==> config.mk <==
export PLATFORM = sky130hd
export DESIGN_NAME = two_axis_velocity_slew_limiter_top_flat
export DESIGN_NICKNAME = d
export VERILOG_FILES = /design/src/sv/tvsl_pkg.sv /design/src/sv/tvsl_in_if.sv /design/src/sv/tvsl_out_if.sv /design/src/sv/two_axis_velocity_slew_limiter_top.sv /design/src/sv/tvsl_iter.sv /design/src/flat_wrapper.sv
export SDC_FILE = /design/constraint.sdc
export NUM_CORES = 2
export LEC_CHECK = 0
export BUFFER_PORTS_ARGS = -buffer_cell sky130_fd_sc_hd__buf_2
export CORE_AREA = 2 2 197 344
export DETAILED_ROUTE_END_ITERATION = 16
export DIE_AREA = 0 0 199 346
export PLACE_DENSITY = 0.92
export SYNTH_ARGS = -nofsm -noshare
export SYNTH_HDL_FRONTEND = slang
export SYNTH_HIERARCHICAL = 1
export SYNTH_SLANG_ARGS = --single-unit
==> constraint.sdc <==
create_clock -name clk -period 16.3 [get_ports clk]
set_input_delay 2.445 -clock clk [delete_from_list [all_inputs] [get_ports clk]]
set_output_delay 2.445 -clock clk [all_outputs]
set_load 0.05 [all_outputs]
==> src/sv/tvsl_pkg.sv <==
// ----------------------------------------------------------------------------
// tvsl_pkg: shared types and constants of the two-axis velocity slew limiter
// Field widths, register indexes, sequencer states and the control and
// status bundles of the iterative root/divide unit.
// ----------------------------------------------------------------------------
`default_nettype none

package tvsl_pkg;

    // field widths
    localparam int CTRL_W     = 16;
    localparam int DT_W       = 16;
    localparam int VEL_W      = 24;
    localparam int MAXV_W     = 23;
    localparam int RATE_W     = 24;
    localparam int CFG_IDX_W  = 2;
    localparam int CFG_DATA_W = 24;

    // internal widths
    localparam int MAG_W   = CTRL_W + 1;   // control magnitude, up to 2^15
    localparam int LEN_W   = 32;           // squared length, up to 2^31
    localparam int ROOT_W  = 16;
    localparam int MUL_W   = 24;
    localparam int PROD_W  = 2 * MUL_W;
    localparam int REM_W   = 20;
    localparam int CNT_W   = 5;

    // product scaling
    localparam int TGT_SHIFT = 15;
    localparam int BND_SHIFT = 16;

    // iteration counts of the shared unit
    localparam int SQRT_STEPS = ROOT_W;
    localparam int DIV_STEPS  = MAG_W;

    // register indexes
    localparam logic [CFG_IDX_W-1:0] REG_MAX_VELOCITY = 2'd0;
    localparam logic [CFG_IDX_W-1:0] REG_ACCEL_RATE   = 2'd1;
    localparam logic [CFG_IDX_W-1:0] REG_DECEL_RATE   = 2'd2;

    // unit length squared in Q2.30
    localparam logic [LEN_W-1:0] UNIT_LEN2 = 32'h4000_0000;

    // normalized magnitude limits
    localparam logic [MAG_W-1:0] MAG_FULL    = 17'h0_8000;
    localparam logic [MAG_W-1:0] MAG_MAX_POS = 17'h0_7FFF;

    typedef enum logic {
        OP_SQRT,
        OP_DIV
    } op_t;

    typedef enum logic [3:0] {
        ST_IDLE,
        ST_SQ_X,
        ST_SQ_Y,
        ST_SUM,
        ST_CHECK,
        ST_ROOT,
        ST_DIV_X,
        ST_DIV_Y,
        ST_TARGET,
        ST_DIFF,
        ST_BOUND,
        ST_UPDATE,
        ST_FINISH
    } state_t;

    typedef struct packed {
        logic start;
        op_t  op;
    } iter_ctrl_t;

    typedef struct packed {
        logic busy;
        logic done;
    } iter_stat_t;

endpackage

`default_nettype wire

==> src/sv/tvsl_in_if.sv <==
// ----------------------------------------------------------------------------
// tvsl_in_if: control input channel
// Valid/ready channel carrying the control vector and the time step.
// ----------------------------------------------------------------------------
`default_nettype none

interface tvsl_in_if;
    import tvsl_pkg::*;

    logic                     valid;
    logic                     ready;
    logic signed [CTRL_W-1:0] control_x;
    logic signed [CTRL_W-1:0] control_y;
    logic        [DT_W-1:0]   time_step;

    modport source (output valid, control_x, control_y, time_step, input ready);
    modport sink   (input valid, control_x, control_y, time_step, output ready);
endinterface

`default_nettype wire

==> src/sv/tvsl_out_if.sv <==
// ----------------------------------------------------------------------------
// tvsl_out_if: velocity output channel
// Valid/ready channel carrying both updated velocities and the scale flag.
// ----------------------------------------------------------------------------
`default_nettype none

interface tvsl_out_if;
    import tvsl_pkg::*;

    logic                    valid;
    logic                    ready;
    logic signed [VEL_W-1:0] velocity_x;
    logic signed [VEL_W-1:0] velocity_y;
    logic                    was_normalized;

    modport source (output valid, velocity_x, velocity_y, was_normalized, input ready);
    modport sink   (input valid, velocity_x, velocity_y, was_normalized, output ready);
endinterface

`default_nettype wire

==> src/sv/two_axis_velocity_slew_limiter_top.sv <==
// ----------------------------------------------------------------------------
// two_axis_velocity_slew_limiter_top: two-axis velocity slew limiter
// Scales an over-long control vector to unit length, derives a target per
// axis and moves each velocity toward it, bounded by rate * time step.
//
//   channel   | dir | handshake       | payload
//   ----------+-----+-----------------+-------------------------------------
//   control   | in  | valid/ready     | control_x, control_y, time_step
//   velocity  | out | valid/ready     | velocity_x, velocity_y, was_normalized
//   cfg       | in  | cfg_we          | cfg_index, cfg_data
//
// When the vector is scaled, the shared bit-serial subtractor spends 16
// steps on the root and 17 on each divide. Velocity and slew work uses one
// shared 24x24 multiplier, one product per cycle. The next transaction is
// taken after the result is moved to the output register, so a stalled
// output holds at most one finished result. Reset clears both velocities
// and all three registers.
// ----------------------------------------------------------------------------
`default_nettype none

module two_axis_velocity_slew_limiter_top (
    input  wire logic                              clk,
    input  wire logic                              rst_n,
    tvsl_in_if.sink                                control,
    tvsl_out_if.source                             velocity,
    input  wire logic                              cfg_we,
    input  wire logic [tvsl_pkg::CFG_IDX_W-1:0]    cfg_index,
    input  wire logic [tvsl_pkg::CFG_DATA_W-1:0]   cfg_data
);
    import tvsl_pkg::*;

    // control magnitude of a signed Q1.15 value
    function automatic logic [MAG_W-1:0] ctrl_mag(input logic signed [CTRL_W-1:0] v);
        logic signed [MAG_W-1:0] ext;
        ext = MAG_W'(v);
        ctrl_mag = v[CTRL_W-1] ? MAG_W'(-ext) : MAG_W'(ext);
    endfunction

    state_t state_reg, state_next;

    // configuration
    logic [MAXV_W-1:0] max_vel_reg;
    logic [RATE_W-1:0] accel_reg;
    logic [RATE_W-1:0] decel_reg;

    // velocity state
    logic signed [VEL_W-1:0] vel_first_reg, vel_first_next;
    logic signed [VEL_W-1:0] vel_second_reg, vel_second_next;

    // per-transaction working registers
    logic [MAG_W-1:0]  cmag_x_reg, cmag_x_next;
    logic [MAG_W-1:0]  cmag_y_reg, cmag_y_next;
    logic              csgn_x_reg, csgn_x_next;
    logic              csgn_y_reg, csgn_y_next;
    logic [DT_W-1:0]   dt_reg, dt_next;
    logic [LEN_W-1:0]  len_reg, len_next;
    logic [ROOT_W-1:0] root_reg, root_next;
    logic [PROD_W-1:0] prod_reg, prod_next;
    logic signed [VEL_W:0] d_reg, d_next;
    logic [RATE_W-1:0] rate_reg, rate_next;
    logic              norm_reg, norm_next;
    logic              axis_reg, axis_next;

    // output register
    logic                    out_valid_reg, out_valid_next;
    logic signed [VEL_W-1:0] out_vx_reg, out_vx_next;
    logic signed [VEL_W-1:0] out_vy_reg, out_vy_next;
    logic                    out_norm_reg, out_norm_next;

    // shared multiplier
    logic [MUL_W-1:0]  mul_a;
    logic [MUL_W-1:0]  mul_b;
    logic [PROD_W-1:0] mul_out;

    // iterative unit
    iter_ctrl_t        iter_ctrl;
    iter_stat_t        iter_stat;
    logic [MAG_W-1:0]  iter_result;
    logic [MAG_W-1:0]  iter_numer;
    logic [MAG_W-1:0]  div_clamped;
    logic              div_sgn;

    // per-axis selection and slew arithmetic
    logic [MAG_W-1:0]        cmag_sel;
    logic                    csgn_sel;
    logic signed [VEL_W-1:0] v_sel;
    logic [MAXV_W-1:0]       tmag;
    logic signed [VEL_W-1:0] target;
    logic signed [VEL_W:0]   d_calc;
    logic                    use_decel;
    logic [RATE_W-1:0]       bound;
    logic [VEL_W:0]          dmag;
    logic [VEL_W:0]          move;
    logic signed [VEL_W-1:0] v_new;

    logic in_fire;
    logic out_free;
    logic over_unit;

    assign control.ready = (state_reg == ST_IDLE);
    assign in_fire       = control.valid && (state_reg == ST_IDLE);
    assign out_free      = !out_valid_reg || velocity.ready;
    assign over_unit     = (len_reg > UNIT_LEN2);

    assign mul_out = mul_a * mul_b;

    tvsl_iter u_iter (
        .clk      (clk),
        .rst_n    (rst_n),
        .ctrl     (iter_ctrl),
        .radicand (len_reg),
        .numer    (iter_numer),
        .divisor  (root_reg),
        .stat     (iter_stat),
        .result   (iter_result)
    );

    // the divide started from the root state is for x, the next one for y
    assign iter_numer = (state_reg == ST_ROOT) ? cmag_x_reg : cmag_y_reg;
    assign div_sgn    = (state_reg == ST_DIV_X) ? csgn_x_reg : csgn_y_reg;

    // a positive full-scale quotient saturates to the largest Q1.15 value
    assign div_clamped = (!div_sgn && iter_result == MAG_FULL) ? MAG_MAX_POS : iter_result;

    // axis 0 updates the first velocity from y, axis 1 the second from x
    assign cmag_sel = axis_reg ? cmag_x_reg : cmag_y_reg;
    assign csgn_sel = axis_reg ? csgn_x_reg : csgn_y_reg;
    assign v_sel    = axis_reg ? vel_second_reg : vel_first_reg;

    // target and difference
    always_comb
    begin
        tmag   = prod_reg[TGT_SHIFT +: MAXV_W];
        target = csgn_sel ? $signed({1'b0, tmag}) : -$signed({1'b0, tmag});
        d_calc = $signed({target[VEL_W-1], target}) - $signed({v_sel[VEL_W-1], v_sel});
        use_decel = (v_sel != '0) &&
                    !((d_calc != '0) && (d_calc[VEL_W] == v_sel[VEL_W-1]));
    end

    // bounded move
    always_comb
    begin
        bound = prod_reg[BND_SHIFT +: RATE_W];
        dmag  = d_reg[VEL_W] ? (VEL_W+1)'(-d_reg) : (VEL_W+1)'(d_reg);
        move  = (dmag < {1'b0, bound}) ? dmag : {1'b0, bound};
        v_new = d_reg[VEL_W] ? (v_sel - $signed(move[VEL_W-1:0]))
                             : (v_sel + $signed(move[VEL_W-1:0]));
    end

    // next state
    always_comb
    begin
        state_next = state_reg;
        case (state_reg)
            ST_IDLE:   if (control.valid) state_next = ST_SQ_X;
            ST_SQ_X:   state_next = ST_SQ_Y;
            ST_SQ_Y:   state_next = ST_SUM;
            ST_SUM:    state_next = ST_CHECK;
            ST_CHECK:  state_next = over_unit ? ST_ROOT : ST_TARGET;
            ST_ROOT:   if (iter_stat.done) state_next = ST_DIV_X;
            ST_DIV_X:  if (iter_stat.done) state_next = ST_DIV_Y;
            ST_DIV_Y:  if (iter_stat.done) state_next = ST_TARGET;
            ST_TARGET: state_next = ST_DIFF;
            ST_DIFF:   state_next = ST_BOUND;
            ST_BOUND:  state_next = ST_UPDATE;
            ST_UPDATE: state_next = axis_reg ? ST_FINISH : ST_TARGET;
            ST_FINISH: if (out_free) state_next = ST_IDLE;
            default:   state_next = ST_IDLE;
        endcase
    end

    // datapath and unit control
    always_comb
    begin
        cmag_x_next     = cmag_x_reg;
        cmag_y_next     = cmag_y_reg;
        csgn_x_next     = csgn_x_reg;
        csgn_y_next     = csgn_y_reg;
        dt_next         = dt_reg;
        len_next        = len_reg;
        root_next       = root_reg;
        prod_next       = prod_reg;
        d_next          = d_reg;
        rate_next       = rate_reg;
        norm_next       = norm_reg;
        axis_next       = axis_reg;
        vel_first_next  = vel_first_reg;
        vel_second_next = vel_second_reg;
        out_vx_next     = out_vx_reg;
        out_vy_next     = out_vy_reg;
        out_norm_next   = out_norm_reg;
        out_valid_next  = out_valid_reg && !velocity.ready;
        mul_a           = MUL_W'(cmag_sel);
        mul_b           = MUL_W'(max_vel_reg);
        iter_ctrl.start = 1'b0;
        iter_ctrl.op    = OP_SQRT;

        case (state_reg)
            ST_IDLE:
            begin
                if (in_fire)
                begin
                    cmag_x_next = ctrl_mag(control.control_x);
                    cmag_y_next = ctrl_mag(control.control_y);
                    csgn_x_next = control.control_x[CTRL_W-1];
                    csgn_y_next = control.control_y[CTRL_W-1];
                    dt_next     = control.time_step;
                    axis_next   = 1'b0;
                end
            end
            ST_SQ_X:
            begin
                mul_a     = MUL_W'(cmag_x_reg);
                mul_b     = MUL_W'(cmag_x_reg);
                prod_next = mul_out;
            end
            ST_SQ_Y:
            begin
                mul_a     = MUL_W'(cmag_y_reg);
                mul_b     = MUL_W'(cmag_y_reg);
                prod_next = mul_out;
                len_next  = prod_reg[LEN_W-1:0];
            end
            ST_SUM:
            begin
                len_next = len_reg + prod_reg[LEN_W-1:0];
            end
            ST_CHECK:
            begin
                norm_next = over_unit;
                if (over_unit)
                begin
                    iter_ctrl.start = 1'b1;
                    iter_ctrl.op    = OP_SQRT;
                end
            end
            ST_ROOT:
            begin
                if (iter_stat.done)
                begin
                    root_next       = iter_result[ROOT_W-1:0];
                    iter_ctrl.start = 1'b1;
                    iter_ctrl.op    = OP_DIV;
                end
            end
            ST_DIV_X:
            begin
                if (iter_stat.done)
                begin
                    cmag_x_next     = div_clamped;
                    iter_ctrl.start = 1'b1;
                    iter_ctrl.op    = OP_DIV;
                end
            end
            ST_DIV_Y:
            begin
                if (iter_stat.done)
                begin
                    cmag_y_next = div_clamped;
                end
            end
            ST_TARGET:
            begin
                mul_a     = MUL_W'(cmag_sel);
                mul_b     = MUL_W'(max_vel_reg);
                prod_next = mul_out;
            end
            ST_DIFF:
            begin
                d_next    = d_calc;
                rate_next = use_decel ? decel_reg : accel_reg;
            end
            ST_BOUND:
            begin
                mul_a     = MUL_W'(rate_reg);
                mul_b     = MUL_W'(dt_reg);
                prod_next = mul_out;
            end
            ST_UPDATE:
            begin
                if (axis_reg)
                begin
                    vel_second_next = v_new;
                end
                else
                begin
                    vel_first_next = v_new;
                end
                axis_next = 1'b1;
            end
            ST_FINISH:
            begin
                if (out_free)
                begin
                    out_valid_next = 1'b1;
                    out_vx_next    = vel_first_reg;
                    out_vy_next    = vel_second_reg;
                    out_norm_next  = norm_reg;
                end
            end
            default:
            begin
                axis_next = 1'b0;
            end
        endcase
    end

    // sequencer, velocity state and output valid
    always_ff @(posedge clk or negedge rst_n)
    begin
        if (!rst_n)
        begin
            state_reg      <= ST_IDLE;
            vel_first_reg  <= '0;
            vel_second_reg <= '0;
            out_valid_reg  <= 1'b0;
        end
        else
        begin
            state_reg      <= state_next;
            vel_first_reg  <= vel_first_next;
            vel_second_reg <= vel_second_next;
            out_valid_reg  <= out_valid_next;
        end
    end

    // configuration registers
    always_ff @(posedge clk or negedge rst_n)
    begin
        if (!rst_n)
        begin
            max_vel_reg <= '0;
            accel_reg   <= '0;
            decel_reg   <= '0;
        end
        else if (cfg_we)
        begin
            case (cfg_index)
                REG_MAX_VELOCITY: max_vel_reg <= cfg_data[MAXV_W-1:0];
                REG_ACCEL_RATE:   accel_reg   <= cfg_data[RATE_W-1:0];
                REG_DECEL_RATE:   decel_reg   <= cfg_data[RATE_W-1:0];
                default:          ;
            endcase
        end
    end

    // working and output payload registers
    always_ff @(posedge clk)
    begin
        cmag_x_reg   <= cmag_x_next;
        cmag_y_reg   <= cmag_y_next;
        csgn_x_reg   <= csgn_x_next;
        csgn_y_reg   <= csgn_y_next;
        dt_reg       <= dt_next;
        len_reg      <= len_next;
        root_reg     <= root_next;
        prod_reg     <= prod_next;
        d_reg        <= d_next;
        rate_reg     <= rate_next;
        norm_reg     <= norm_next;
        axis_reg     <= axis_next;
        out_vx_reg   <= out_vx_next;
        out_vy_reg   <= out_vy_next;
        out_norm_reg <= out_norm_next;
    end

    assign velocity.valid          = out_valid_reg;
    assign velocity.velocity_x     = out_vx_reg;
    assign velocity.velocity_y     = out_vy_reg;
    assign velocity.was_normalized = out_norm_reg;

endmodule

`default_nettype wire

==> src/sv/tvsl_iter.sv <==
// ----------------------------------------------------------------------------
// tvsl_iter: bit-serial square root and divide unit
// One subtract/compare per cycle shared by a restoring square root
// (16 steps) and a restoring divide of |c| * 2^15 by the root (17 steps).
// ----------------------------------------------------------------------------
`default_nettype none

module tvsl_iter (
    input  wire logic                          clk,
    input  wire logic                          rst_n,
    input  wire tvsl_pkg::iter_ctrl_t          ctrl,
    input  wire logic [tvsl_pkg::LEN_W-1:0]    radicand,
    input  wire logic [tvsl_pkg::MAG_W-1:0]    numer,
    input  wire logic [tvsl_pkg::ROOT_W-1:0]   divisor,
    output tvsl_pkg::iter_stat_t               stat,
    output logic [tvsl_pkg::MAG_W-1:0]         result
);
    import tvsl_pkg::*;

    logic [REM_W-1:0] rem_reg, rem_next;
    logic [MAG_W-1:0] quot_reg, quot_next;
    logic [LEN_W-1:0] src_reg, src_next;
    logic [CNT_W-1:0] cnt_reg, cnt_next;
    op_t              op_reg, op_next;
    logic             done_reg, done_next;

    logic [REM_W-1:0] sub_a;
    logic [REM_W-1:0] sub_b;
    logic [REM_W:0]   diff;
    logic             fits;

    // shared subtractor: trial root or divisor against the shifted remainder
    always_comb
    begin
        if (op_reg == OP_SQRT)
        begin
            sub_a = {rem_reg[REM_W-3:0], src_reg[LEN_W-1 -: 2]};
            sub_b = {{(REM_W-ROOT_W-2){1'b0}}, quot_reg[ROOT_W-1:0], 2'b01};
        end
        else
        begin
            sub_a = {rem_reg[REM_W-2:0], src_reg[LEN_W-1]};
            sub_b = {{(REM_W-ROOT_W){1'b0}}, divisor};
        end
        diff = {1'b0, sub_a} - {1'b0, sub_b};
        fits = ~diff[REM_W];
    end

    // step sequencing
    always_comb
    begin
        rem_next  = rem_reg;
        quot_next = quot_reg;
        src_next  = src_reg;
        cnt_next  = cnt_reg;
        op_next   = op_reg;
        done_next = 1'b0;
        if (ctrl.start)
        begin
            op_next   = ctrl.op;
            quot_next = '0;
            if (ctrl.op == OP_SQRT)
            begin
                rem_next = '0;
                src_next = radicand;
                cnt_next = CNT_W'(SQRT_STEPS);
            end
            else
            begin
                rem_next = {{(REM_W-MAG_W+2){1'b0}}, numer[MAG_W-1:2]};
                src_next = {numer[1:0], {(LEN_W-2){1'b0}}};
                cnt_next = CNT_W'(DIV_STEPS);
            end
        end
        else if (cnt_reg != '0)
        begin
            rem_next  = fits ? diff[REM_W-1:0] : sub_a;
            quot_next = {quot_reg[MAG_W-2:0], fits};
            src_next  = (op_reg == OP_SQRT) ? {src_reg[LEN_W-3:0], 2'b00}
                                            : {src_reg[LEN_W-2:0], 1'b0};
            cnt_next  = cnt_reg - 1'b1;
            done_next = (cnt_reg == CNT_W'(1));
        end
    end

    // control state
    always_ff @(posedge clk or negedge rst_n)
    begin
        if (!rst_n)
        begin
            cnt_reg  <= '0;
            op_reg   <= OP_SQRT;
            done_reg <= 1'b0;
        end
        else
        begin
            cnt_reg  <= cnt_next;
            op_reg   <= op_next;
            done_reg <= done_next;
        end
    end

    // datapath
    always_ff @(posedge clk)
    begin
        rem_reg  <= rem_next;
        quot_reg <= quot_next;
        src_reg  <= src_next;
    end

    assign stat.busy = (cnt_reg != '0);
    assign stat.done = done_reg;
    assign result    = quot_reg;

endmodule

`default_nettype wire
==> src/flat_wrapper.sv <==
// flat-port wrapper written by rule: the top's interface ports become plain ports
module two_axis_velocity_slew_limiter_top_flat import tvsl_pkg::*;
  (clk, rst_n, cfg_we, cfg_index, cfg_data, control_valid, control_control_x, control_control_y, control_time_step, control_ready, velocity_valid, velocity_velocity_x, velocity_velocity_y, velocity_was_normalized, velocity_ready);
  tvsl_in_if control_i ();
  tvsl_out_if velocity_i ();
  input  wire logic clk;
  input  wire logic rst_n;
  input  wire logic cfg_we;
  input  wire logic [tvsl_pkg::CFG_IDX_W-1:0] cfg_index;
  input  wire logic [tvsl_pkg::CFG_DATA_W-1:0] cfg_data;
  input wire logic [$bits(control_i.valid)-1:0] control_valid;
  input wire logic [$bits(control_i.control_x)-1:0] control_control_x;
  input wire logic [$bits(control_i.control_y)-1:0] control_control_y;
  input wire logic [$bits(control_i.time_step)-1:0] control_time_step;
  output wire logic [$bits(control_i.ready)-1:0] control_ready;
  output wire logic [$bits(velocity_i.valid)-1:0] velocity_valid;
  output wire logic [$bits(velocity_i.velocity_x)-1:0] velocity_velocity_x;
  output wire logic [$bits(velocity_i.velocity_y)-1:0] velocity_velocity_y;
  output wire logic [$bits(velocity_i.was_normalized)-1:0] velocity_was_normalized;
  input wire logic [$bits(velocity_i.ready)-1:0] velocity_ready;
  assign control_i.valid = control_valid;
  assign control_i.control_x = control_control_x;
  assign control_i.control_y = control_control_y;
  assign control_i.time_step = control_time_step;
  assign control_ready = control_i.ready;
  assign velocity_valid = velocity_i.valid;
  assign velocity_velocity_x = velocity_i.velocity_x;
  assign velocity_velocity_y = velocity_i.velocity_y;
  assign velocity_was_normalized = velocity_i.was_normalized;
  assign velocity_i.ready = velocity_ready;
  two_axis_velocity_slew_limiter_top u_core (.clk(clk), .rst_n(rst_n), .control(control_i), .velocity(velocity_i), .cfg_we(cfg_we), .cfg_index(cfg_index), .cfg_data(cfg_data));
endmodule
After elaboration in Yosys (flattened, before gate mapping)
Cells that the tools add are included.
- reductions and logical operators: 34
- bitwise operators: 3
- magnitude comparators: 2
- add/sub/neg operators: 10
- eq/ne operators: 23
- $mul: 1
- multiplexer cells: 51
- operator list (cell ; number):
    two-way mux 17 bit ; 8
    two-way mux 32 bit ; 4
    two-way mux 24 bit ; 5
    case mux 24 bit (3 select lines) ; 1
    case mux 23 bit (3 select lines) ; 1
    case mux 17 bit (2 select lines) ; 2
    case mux 32 bit (2 select lines) ; 1
    two-way mux 19 bit ; 3
    case mux 4 bit (13 select lines) ; 1
    multiplier 24 x 23 -> 40 bit ; 1
    negation 16 -> 17 bit ; 2
    adder 32 bit ; 1
    > comparator 32 x 31 -> 1 bit, second input constant ; 1
    less-than comparator 25 x 24 -> 1 bit ; 1
    two-way mux 25 bit ; 1
    negation 25 bit ; 1
    nonzero test 25 bit ; 1
    subtractor 24 x 24 -> 25 bit ; 1
    adder 24 bit ; 1
    two-way mux 4 bit ; 6
    negation 23 -> 24 bit ; 1
    nonzero test 24 bit ; 1
    subtractor 24 bit ; 1
    subtractor 20 x 18 -> 21 bit ; 1
    35 further kinds ; 77
- bits in registers: 439
- word-level logic and storage cells: 152

Longest topological paths before layout
- word-level depth: 8
- gate-level depth with buffers: 36
- gate-level depth less buffers: 33

By module
The synthesis kept the hierarchy.
- by module, submodules not included (module ; instances ; area each (µm²) ; cells each):
    two_axis_velocity_slew_limiter_top ; 1 ; 37633.6 ; 3880
    tvsl_iter ; 1 ; 4807.1 ; 493

Least setup slack after synthesis
Ideal clock, no wire load.
- kind: register to register
- start: register u_core.state_reg[0]
- end: register u_core.prod_reg[38], data pin
- required time: 16.042 ns
- arrival: 8.439 ns
- setup slack: 7.604 ns
- setup time: 0.258 ns
- path buffers: 4
- cell stages (with the launch flop): 32
- path through: dfrtp_1 > clkbuf_1 > nand2b_1 > clkbuf_1 > nor3_1 > clkbuf_1 > a22oi_1 > a31oi_1 > clkbuf_1 > nand2_1 > fa_1 > fa_1 > inv_1 > fa_1 > fa_1 > fa_1 > fa_1 > inv_1 > fa_1 > inv_1 > ha_1 > a21o_1 > a21o_1 > a21oi_1 > o21bai_1 > a221o_1 > a21oi_1 > a21oi_1 > o41a_1 > a21o_1 > a21oi_1 > xnor2_1
- longest elaborated chain between the ends: 3
- elaborated cells on any way between the ends: 6
- RTL lines (item ; RTL line ; RTL):
    from (decl) ; two_axis_velocity_slew_limiter_top.sv:39 ; state_t state_reg, state_next;
    from (signal assigned) ; two_axis_velocity_slew_limiter_top.sv:320 ; state_reg <= state_next;
    == test 4 bit (tied with other cells) ; two_axis_velocity_slew_limiter_top.sv:198 ; case (state_reg)
    case mux 24 bit (3 select lines) / case mux 23 bit (3 select lines) (equally long branches) ; two_axis_velocity_slew_limiter_top.sv:198 ;
    multiplier 24 x 23 -> 40 bit * ; two_axis_velocity_slew_limiter_top.sv:105 ; assign mul_out = mul_a * mul_b;
    named net u_core.mul_out[38] ; two_axis_velocity_slew_limiter_top.sv:73 ; logic [PROD_W-1:0] mul_out;
    to (signal assigned) ; two_axis_velocity_slew_limiter_top.sv:357 ; prod_reg <= prod_next;
    to (decl) ; two_axis_velocity_slew_limiter_top.sv:58 ; logic [PROD_W-1:0] prod_reg, prod_next;
Mark *: on every way through the listed nets, which the timed path passes. The rest lies on a longest branch.
A chain may end at the register's enable or synchronous reset.

Worst setup path after layout
- start: register u_core.state_reg[2]
- end: register u_core.prod_reg[39], data pin
The elaborated chain is that of the path after synthesis.

==> run metrics <==
most common cell after layout, fill and taps aside nand2_1; initial antenna violation count 0; Syn-to-layout area delta 7.20%; CORE AREA 66200 µm²; clock slew at reported path FFs 70 ps; Hold Crit Depth 0; Final Cycle Share 0.625; main flop type after synthesis edfxtp_1; max-cap viol count 0; crit end category flop; remaining global-route overflow 0; Root Driver clkbuf_16; num rows 125; clock buffer depth 3; Hold WC Path Type flop to flop; DIE AREA 68900 µm²; share of cells above drive strength 1 0.103; Slew headroom 0.159; Endpoint, Worst Hold u_core/velocity.velocity_y[6]; worst clock skew 33.2 ps; Initial DRT Pass Iterations 7; CTS Hold Buffers Added 0; post-CTS setup repair buffer count 0; outcome finished, final reports clean; Resize count post-CTS 0; DR vias 33900; Boundary Pins 130; Detail Route Antenna Nets 0; synthesized instance count 4373; Max Clk Rate 0.0981 GHz; Remaining DRCs 0; Non-Filler Instances 5361; Mapped Area 42400 µm²; synthesized area per cell 9.71 µm²; CTS H-tree depth 2; Post-DP HPWL 95000 µm; CTS tree done; routed length per instance 22.8 µm; first-pass GRT wire length 190000 µm; vias per cell 6.33; Net count, final 5222; hold path startpoint u_core/vel_second_reg[6]; Seq/Total Area, Yosys 0.291; Setup CP Type flop to flop; cts bufs inserted 42; Inst Count DP 5283; reg2reg path depth 31; CP Max Fanout 47; DR iter-0 viols 3341; synthesis warning total 6; WP data required 16660 ps; fin crit period 10190 ps; vias in the first global route 35700; Port Buffers 129; Slew Limit Fails 0; Yosys cell types 89; Initial Utilization 0.642; Async SR Flop Fraction 0.298; Final Hold Viols 0; setup TNS 0 ps; most frequent cells in the layout nand2_1 (628), inv_1 (572), fa_1 (444); arrival time at the worst endpoint 10550 ps; max incr delay on CP 830 ps; Die Wd 199 µm; RSZ-0062 raised after global routing no; Max stage delay cell, worst path nor2_4; clk sinks 439; Die Ht 346 µm; max reg flops 40; flip-flop and latch count after synthesis 439; pin count of the biggest net entering global routing 78; flop2flop setup slack 6110 ps; Total Wirelength 122000 µm; EDFF count, synth 291; CP startpoint kind flop; Worst-Margin Slew 1250 ps; FF-to-FF Start u_core/state_reg[2]; total track usage 0.362; R2R Path End u_core/prod_reg[39]; Antenna diodes 0; gpl congestion 1.08; final setup vio count 0; Clock Latency Late Sink 630 ps
## routing by layer
metal  GRT usage  vias to the layer above  share of wire
li1            -                    14700              -
met1       0.375                    16300           0.31
met2       0.621                     2149           0.50
met3      0.0658                      772          0.081
met4       0.320                        0           0.11
met5           0                        -              0
## Yosys cell counts, types with 9 or more instances
| master | number | share of area |
|---|---|---|
| or4_1 | 10 | 0.0018 |
| nor3_1 | 49 | 0.0058 |
| a211oi_1 | 25 | 0.0044 |
| a21o_1 | 49 | 0.0087 |
| and3_1 | 31 | 0.0046 |
| o21ai_0 | 173 | 0.020 |
| and2_1 | 34 | 0.0050 |
| nand2_1 | 629 | 0.056 |
| mux2_2 | 153 | 0.041 |
| nand3_1 | 60 | 0.0071 |
| a21oi_1 | 156 | 0.018 |
| nand2b_1 | 45 | 0.0066 |
| a22oi_1 | 20 | 0.0035 |
| o21a_1 | 26 | 0.0046 |
| mux2i_1 | 121 | 0.029 |
| o211ai_1 | 13 | 0.0023 |
| clkbuf_1 | 136 | 0.012 |
| o21ai_1 | 21 | 0.0025 |
| fa_1 | 444 | 0.21 |
| nor2_1 | 334 | 0.030 |
| or2_2 | 9 | 0.0013 |
| dfxtp_1 | 17 | 0.0080 |
| mux2_4 | 20 | 0.0071 |
| nor2b_1 | 30 | 0.0044 |
| a31oi_1 | 26 | 0.0038 |
| o41ai_1 | 11 | 0.0023 |
| or3_1 | 18 | 0.0027 |
| edfxtp_1 | 291 | 0.21 |
| xor2_1 | 56 | 0.012 |
| buf_1 | 17 | 0.0015 |
| dfrtp_1 | 131 | 0.077 |
| o21bai_1 | 16 | 0.0028 |
| xnor2_1 | 158 | 0.033 |
| nor4_1 | 22 | 0.0032 |
| inv_1 | 572 | 0.051 |
| ha_1 | 261 | 0.077 |
| nand4_1 | 22 | 0.0032 |
| o31ai_1 | 32 | 0.0057 |
## logic make-up (layout without fill, tap and decap cells)
| family | after synthesis | after routing | synth area share |
|---|---|---|---|
| adders and majority gates | 706 | 706 | 0.287 |
| DFF | 439 | 439 | 0.291 |
| buffers and inverters | 741 | 821 | 0.0667 |
| xor gates and xnor gates | 214 | 214 | 0.0442 |
| other | 2 | 21 | 0.000177 |
| and+or+nand+nor | 1327 | 1327 | 0.138 |
| muxes | 294 | 294 | 0.0762 |
| AOI/OAI and AO/OA | 650 | 650 | 0.0971 |
## cell type report
cell class	instances	area, µm²
multi-input cells	3212	27400
fillers	4642	20700
flip-flops and latches	439	12400
inverters	572	2150
clock buffers	54	1220
well taps	889	1110
repair buffers	171	967
clock inverters	24	268
## how the worst max path moves through the flow
stage / startpoint / end / slack, ps / cells after the start
after detailed placement: u_core/state_reg[2] / u_core/prod_reg[39] / 6350 / 31
after floorplan: u_core/state_reg[0] / u_core/prod_reg[38] / 7600 / 31
after global routing: u_core/state_reg[2] / u_core/prod_reg[39] / 5700 / 30
after global placement: u_core/state_reg[2] / u_core/prod_reg[39] / 6570 / 30
after CTS: u_core/state_reg[2] / u_core/prod_reg[39] / 6310 / 31
final: u_core/state_reg[2] / u_core/prod_reg[39] / 6110 / 31
## worst max-delay path: cells and delay by family (launching register included)
| kind | cells | cell delay, ps |
|---|---|---|
| adders and majority gates | 8 | 3630 |
| AOI/OAI and AO/OA | 9 | 3070 |
| and+or+nand+nor | 7 | 1900 |
| DFF | 1 | 620 |
| buffers and inverters | 6 | 520 |
| xor gates and xnor gates | 1 | 170 |
## metrics by stage
stage               setup WS [ps]  area, µm²   util  hold WS, ps
floorplan                    7600      42500      -          400
global placement             6570      44000  0.665          435
detailed placement           6350      44000  0.665          435
CTS                          6310      45500  0.688          459
global route                 5700      45500  0.688          474
finish                       6110      45500  0.688          451
Power is not shown: default switching activity piles up to over one toggle a cycle in this logic, so the estimate is an artifact.
